<file path="src/hdl/cmadj_pkg.sv">
// Shared types and constants for the complex matrix adjoint product block.
package cmadj_pkg;

    localparam int DATA_W = 32;
    localparam int FRAC_W = 28;
    localparam int PROD_W = 2 * DATA_W;
    localparam int TERM_W = PROD_W - FRAC_W;
    localparam int ELEM_W = 2 * DATA_W;

    typedef struct packed {
        logic signed [DATA_W-1:0] b_real;
        logic signed [DATA_W-1:0] b_imag;
        logic signed [DATA_W-1:0] c_real;
        logic signed [DATA_W-1:0] c_imag;
    } t_in_item;

    typedef struct packed {
        logic signed [DATA_W-1:0] a_real;
        logic signed [DATA_W-1:0] a_imag;
        logic                     last_result;
        logic                     saturated;
    } t_out_item;

    typedef enum logic [2:0] {
        ST_LOAD,
        ST_MAC,
        ST_WAIT1,
        ST_WAIT2,
        ST_EMIT
    } t_state;

    // controller to datapath
    typedef struct packed {
        logic load;   // write the incoming element into both stores
        logic mac;    // read one term and push it down the MAC pipe
        logic first;  // this term starts a new result element
        logic emit;   // move the accumulated element into the output register
        logic last;   // element being emitted closes the matrix
    } t_dp_cmd;

    // datapath to controller
    typedef struct packed {
        logic out_free;
    } t_dp_stat;

endpackage

</file>
<file path="src/hdl/cmadj_ctrl.sv">
// Controller: load sequencing and MAC/emit scheduling for the adjoint product.
module cmadj_ctrl import cmadj_pkg::*; #(
    parameter int DIM = 3
) (
    input  logic                         i_clk,
    input  logic                         i_rst_n,
    input  logic                         i_valid,
    output logic                         o_stall,
    input  t_dp_stat                     i_stat,
    output t_dp_cmd                      o_cmd,
    output logic [$clog2(DIM*DIM)-1:0]   o_waddr,
    output logic [$clog2(DIM*DIM)-1:0]   o_raddr_b,
    output logic [$clog2(DIM*DIM)-1:0]   o_raddr_c
);

    localparam int AW    = $clog2(DIM * DIM);
    localparam int IDX_W = $clog2(DIM);

    t_state           r_state, n_state;
    logic [AW-1:0]    r_load_cnt, n_load_cnt;
    logic [IDX_W-1:0] r_i, n_i, r_j, n_j, r_k, n_k;

    logic accept;
    logic load_done;
    logic k_last;
    logic elem_last;

    assign accept    = (r_state == ST_LOAD) && i_valid;
    assign load_done = (r_load_cnt == AW'(DIM * DIM - 1));
    assign k_last    = (r_k == IDX_W'(DIM - 1));
    assign elem_last = (r_i == IDX_W'(DIM - 1)) && (r_j == IDX_W'(DIM - 1));

    // next state
    always_comb begin
        n_state = r_state;
        case (r_state)
            ST_LOAD: begin
                if (accept && load_done) n_state = ST_MAC;
            end
            ST_MAC: begin
                if (k_last) n_state = ST_WAIT1;
            end
            ST_WAIT1: n_state = ST_WAIT2;
            ST_WAIT2: n_state = ST_EMIT;
            ST_EMIT: begin
                if (i_stat.out_free) n_state = elem_last ? ST_LOAD : ST_MAC;
            end
            default: n_state = ST_LOAD;
        endcase
    end

    // counters
    always_comb begin
        n_load_cnt = r_load_cnt;
        n_i        = r_i;
        n_j        = r_j;
        n_k        = r_k;
        case (r_state)
            ST_LOAD: begin
                if (accept) begin
                    n_load_cnt = load_done ? '0 : r_load_cnt + AW'(1);
                end
            end
            ST_MAC: begin
                n_k = k_last ? '0 : r_k + IDX_W'(1);
            end
            ST_EMIT: begin
                if (i_stat.out_free) begin
                    if (r_j == IDX_W'(DIM - 1)) begin
                        n_j = '0;
                        n_i = elem_last ? '0 : r_i + IDX_W'(1);
                    end else begin
                        n_j = r_j + IDX_W'(1);
                    end
                end
            end
            default: begin
            end
        endcase
    end

    // outputs
    always_comb begin
        o_stall     = (r_state != ST_LOAD);
        o_cmd.load  = accept;
        o_cmd.mac   = (r_state == ST_MAC);
        o_cmd.first = (r_k == '0);
        o_cmd.emit  = (r_state == ST_EMIT) && i_stat.out_free;
        o_cmd.last  = elem_last;
    end

    assign o_waddr   = r_load_cnt;
    assign o_raddr_b = AW'(r_k * DIM + r_i);
    assign o_raddr_c = AW'(r_j * DIM + r_k);

    always_ff @(posedge i_clk) begin
        if (!i_rst_n) begin
            r_state    <= ST_LOAD;
            r_load_cnt <= '0;
            r_i        <= '0;
            r_j        <= '0;
            r_k        <= '0;
        end else begin
            r_state    <= n_state;
            r_load_cnt <= n_load_cnt;
            r_i        <= n_i;
            r_j        <= n_j;
            r_k        <= n_k;
        end
    end

    // the emit step is entered only once the last term has left the MAC pipe
    a_emit_after_drain: assert property (@(posedge i_clk) disable iff (!i_rst_n)
        ((r_state == ST_EMIT) && ($past(r_state) == ST_WAIT2))
            |-> ($past(r_state, 3) == ST_MAC))
        else $error("emit before MAC pipe drained");

    a_k_idle_zero: assert property (@(posedge i_clk) disable iff (!i_rst_n)
        (r_state != ST_MAC) |-> (r_k == '0))
        else $error("term index not parked outside MAC");

    a_idx_range: assert property (@(posedge i_clk) disable iff (!i_rst_n)
        (r_i <= IDX_W'(DIM - 1)) && (r_j <= IDX_W'(DIM - 1)))
        else $error("element index out of range");

endmodule

</file>
<file path="config.mk">
export PLATFORM = sky130hd
export DESIGN_NAME = cmadj_ctrl
export DESIGN_NICKNAME = d
export VERILOG_FILES = /design/src/hdl/cmadj_pkg.sv /design/src/hdl/cmadj_ctrl.sv
export SDC_FILE = /design/constraint.sdc
export NUM_CORES = 1
export LEC_CHECK = 0
export BUFFER_PORTS_ARGS = -buffer_cell sky130_fd_sc_hd__buf_2
export CORE_MARGIN = 1
export CORE_UTILIZATION = 38
export CTS_CLUSTER_SIZE = 40
export DETAILED_ROUTE_END_ITERATION = 10
export PLACE_DENSITY = 0.64
export SETUP_SLACK_MARGIN = 0.1
export SLEW_MARGIN = 40
export SYNTH_ARGS = -nofsm -noshare
export SYNTH_HDL_FRONTEND = slang
export SYNTH_SLANG_ARGS = --single-unit
export TNS_END_PERCENT = 10
</file>
<file path="constraint.sdc">
create_clock -name i_clk -period 4.7 [get_ports i_clk]
set_input_delay 0.235 -clock i_clk [delete_from_list [all_inputs] [get_ports i_clk]]
set_output_delay 0.235 -clock i_clk [all_outputs]
set_load 0.05 [all_outputs]
</file>
==> summary.md <==
| Metric | Value |
|---|---|
| Num rows | 17 |
| Fin crit share | between 50% and 60% |
| Number of global-route vias before repair | between 600 and 700 |
| Placer Congestion | 0.7684 |
| RSZ-0062 raised after global routing | no |
| CP endpoint kind | output pin |
| Die W | 50.79 µm |
| Final Hold Slack | around 240 ps |
| Wire per inst | approximately 11 µm |
| Slew Viols, Final | 0 |
| Peak VDD IR | ~190 µV |
| Syn Inst Count | 99 |
| Area of the multi-input gates | approximately 540 µm² |
| Syn-to-layout area delta | 14.11% |
| CP arrival | approximately 2300 ps |
| Critical Path RT | roughly 4500 ps |
| Register bit total from synthesis | 13 |
| Cts repair resizes | 0 |
| CP Max Fanout | 5 |
| Synthesized area per cell | 9.138 µm² |
| Drt total wl | approximately 1600 µm |
| Post-synth top area share | roughly 29% |
| Core Area | 0.002233 mm² |
| Antenna Violating Nets Remaining | 0 |
| Via count | between 700 and 800 |
| DP Area | around 0.0010 mm² |
| Die Y | slightly above 50 µm |
| Synth Cell Area | about 900 µm² |
| Yosys top cell by area | dfxtp_1 |
| Avg Vias per Cell | ~4.9 |
| Synth top area cells | dfxtp_1, ha_1, fa_1 |
| Initial antenna violation count | 0 |
| Most instantiated library cell after synthesis | inv_1 |
| Status | completed |
| # nets final | 139 |
| Clk_lat worst skew | about 280 ps |
| CTS hold repair buffers | 0 |
| Total power | between 0.2 and 0.25 mW |
| H-tree depth | 1 |
| FILL cells | between 200 and 250 |
| Placed insts | approximately 140 |
| Clk buf depth | 2 |
| # diodes | 0 |
| Cts bufs inserted | 3 |
| Post-synth top flop | dfxtp_1 |
| Fin. Hold Viols | 0 |
| Worst-Margin Slew | approximately 640 ps |
| Unique cell type count in the Yosys netlist | 28 |
| Initial drt markers | 7 |
| Dpl hpwl | between 1000 and 1500 µm |
| Router iterations before antenna repair | 4 |
| Largest net degree at the start of global routing | 13 |
| Yosys warning count | 0 |
| Hold Path Class | in2reg |
| Final WS setup | 2132 ps |
| CTS tree | built |
| DRC violations left | 0 |
| Clock Sinks | 13 |
| Period minus WS final | about 2600 ps |
| Number of max-cap violations | 0 |
| Seq. cell area | roughly 260 µm² |
| Number of synthesized flops with an enable pin | 0 |
| Final setup viols | 0 |
| Final std cells w/o fill | approximately 150 |
| Synth top cells by count | inv_1, dfxtp_1, ha_1, nand2_1, mux2i_1 |
| Post-synth ARST share | 0% |
| Clock transition at path regs | roughly 80 ps |
| Syn Nets | ~120 |
| Pleak | between 0.5 and 0.6 nW |
| Worst slew margin | a little under three fifths |
| Register area share after synthesis | between 20 and 30% |
| First-pass GRT wire length | 2684 µm |
| Root Driver | clkbuf_4 |
| Final Core Density | a little under half |
| Highest clock rate | between 300 and 400 MHz |
| GRT Overall Usage | ~14% |
| GRT overflow | 0 |
| Share of post-route cells with drive strength above 1 | approximately a quarter |
| Port bufs | 21 |
| Starting Density | around two fifths |
| Die ar. | 0.002580 mm² |
| Power per cell area | slightly below 200 mW/mm² |
| Num ports | 22 |
| CP Launch Type | flip-flop |
| Setup_tns | 0 ps |
| Final Skew | a little under 6 ps |
| Critical path class | reg2out |
| Fin area | slightly above 0.001 mm² |
| Worst slack, placed | around 2400 ps |
| Postcts setup bufs | 0 |
report_power, final:
group	internal, mW	total (mW)	switching, mW
logic	0.00529	0.0188	0.0135
registers	0.111	0.113	0.00180
clock network	0.0329	0.0688	0.0358
placed cells by master (no fill, tap or decap), types with 2 or more instances in the layout:
master / n
a21oi_1: 5
and3b_1: 2
buf_2: 21
clkbuf_4: 3
dfxtp_1: 13
fa_1: 4
ha_1: 12
inv_1: 17
mux2i_1: 6
nand2_1: 8
nand3_1: 3
nand3b_1: 2
nor2_1: 5
o21ai_0: 2
or3_2: 2
or4b_1: 2
registers in the layout (all words and copies together), names as in the netlist:
signal / cells
o_waddr: 4
r_i: 2
r_j: 2
r_k: 2
r_state: 3
critical path: stages, from the launching register on:
cell and delay [ps]:
dfxtp_1 430, inv_1 120, fa_1 510, inv_1 40, ha_1 190, inv_1 60
fa_1 400, inv_1 60, buf_2 250
area by class of cell:
| cell class | instances | share of cell area, % |
|---|---|---|
| multi-input combinational | 63 | 52.48 |
| sequential | 13 | 25.21 |
| timing repair buffer | 21 | 10.18 |
| inverter | 17 | 6.182 |
| tap | 28 | 3.394 |
| clock buffer | 4 | 2.545 |
worst paths after layout:
kind | startpoint | cells past startpoint | to | slack (ps)
min | i_rst_n | 3 | r_state[0] | 240
min reg2reg | r_i[1] | 2 | r_i[1] | 490
max reg2reg | r_state[1] | 3 | o_waddr[3] | 2880
max | r_k[0] | 8 | o_raddr_b[2] | 2130
layer usage:
metal / vias to the layer above / part of all wire, % / track usage [%]
li1: 368 / - / -
met1: 339 / 44 / 15.78
met2: 10 / 51 / 25.11
met3: 2 / 3.8 / 5.455
met4: 0 / 0.81 / 4.167
met5: - / 0 / 0
cells by family (layout without fill, tap and decap cells):
| group | count (synthesis) | after routing | synth area share, % |
|---|---|---|---|
| simple gates | 29 | 29 | 19.09 |
| buf+inv | 23 | 42 | 11.34 |
| fa+ha+maj | 16 | 16 | 25.45 |
| flops | 13 | 13 | 28.77 |
| compound gates | 11 | 11 | 7.469 |
| mux | 7 | 7 | 7.884 |
Power figures use the tool's default switching activity.
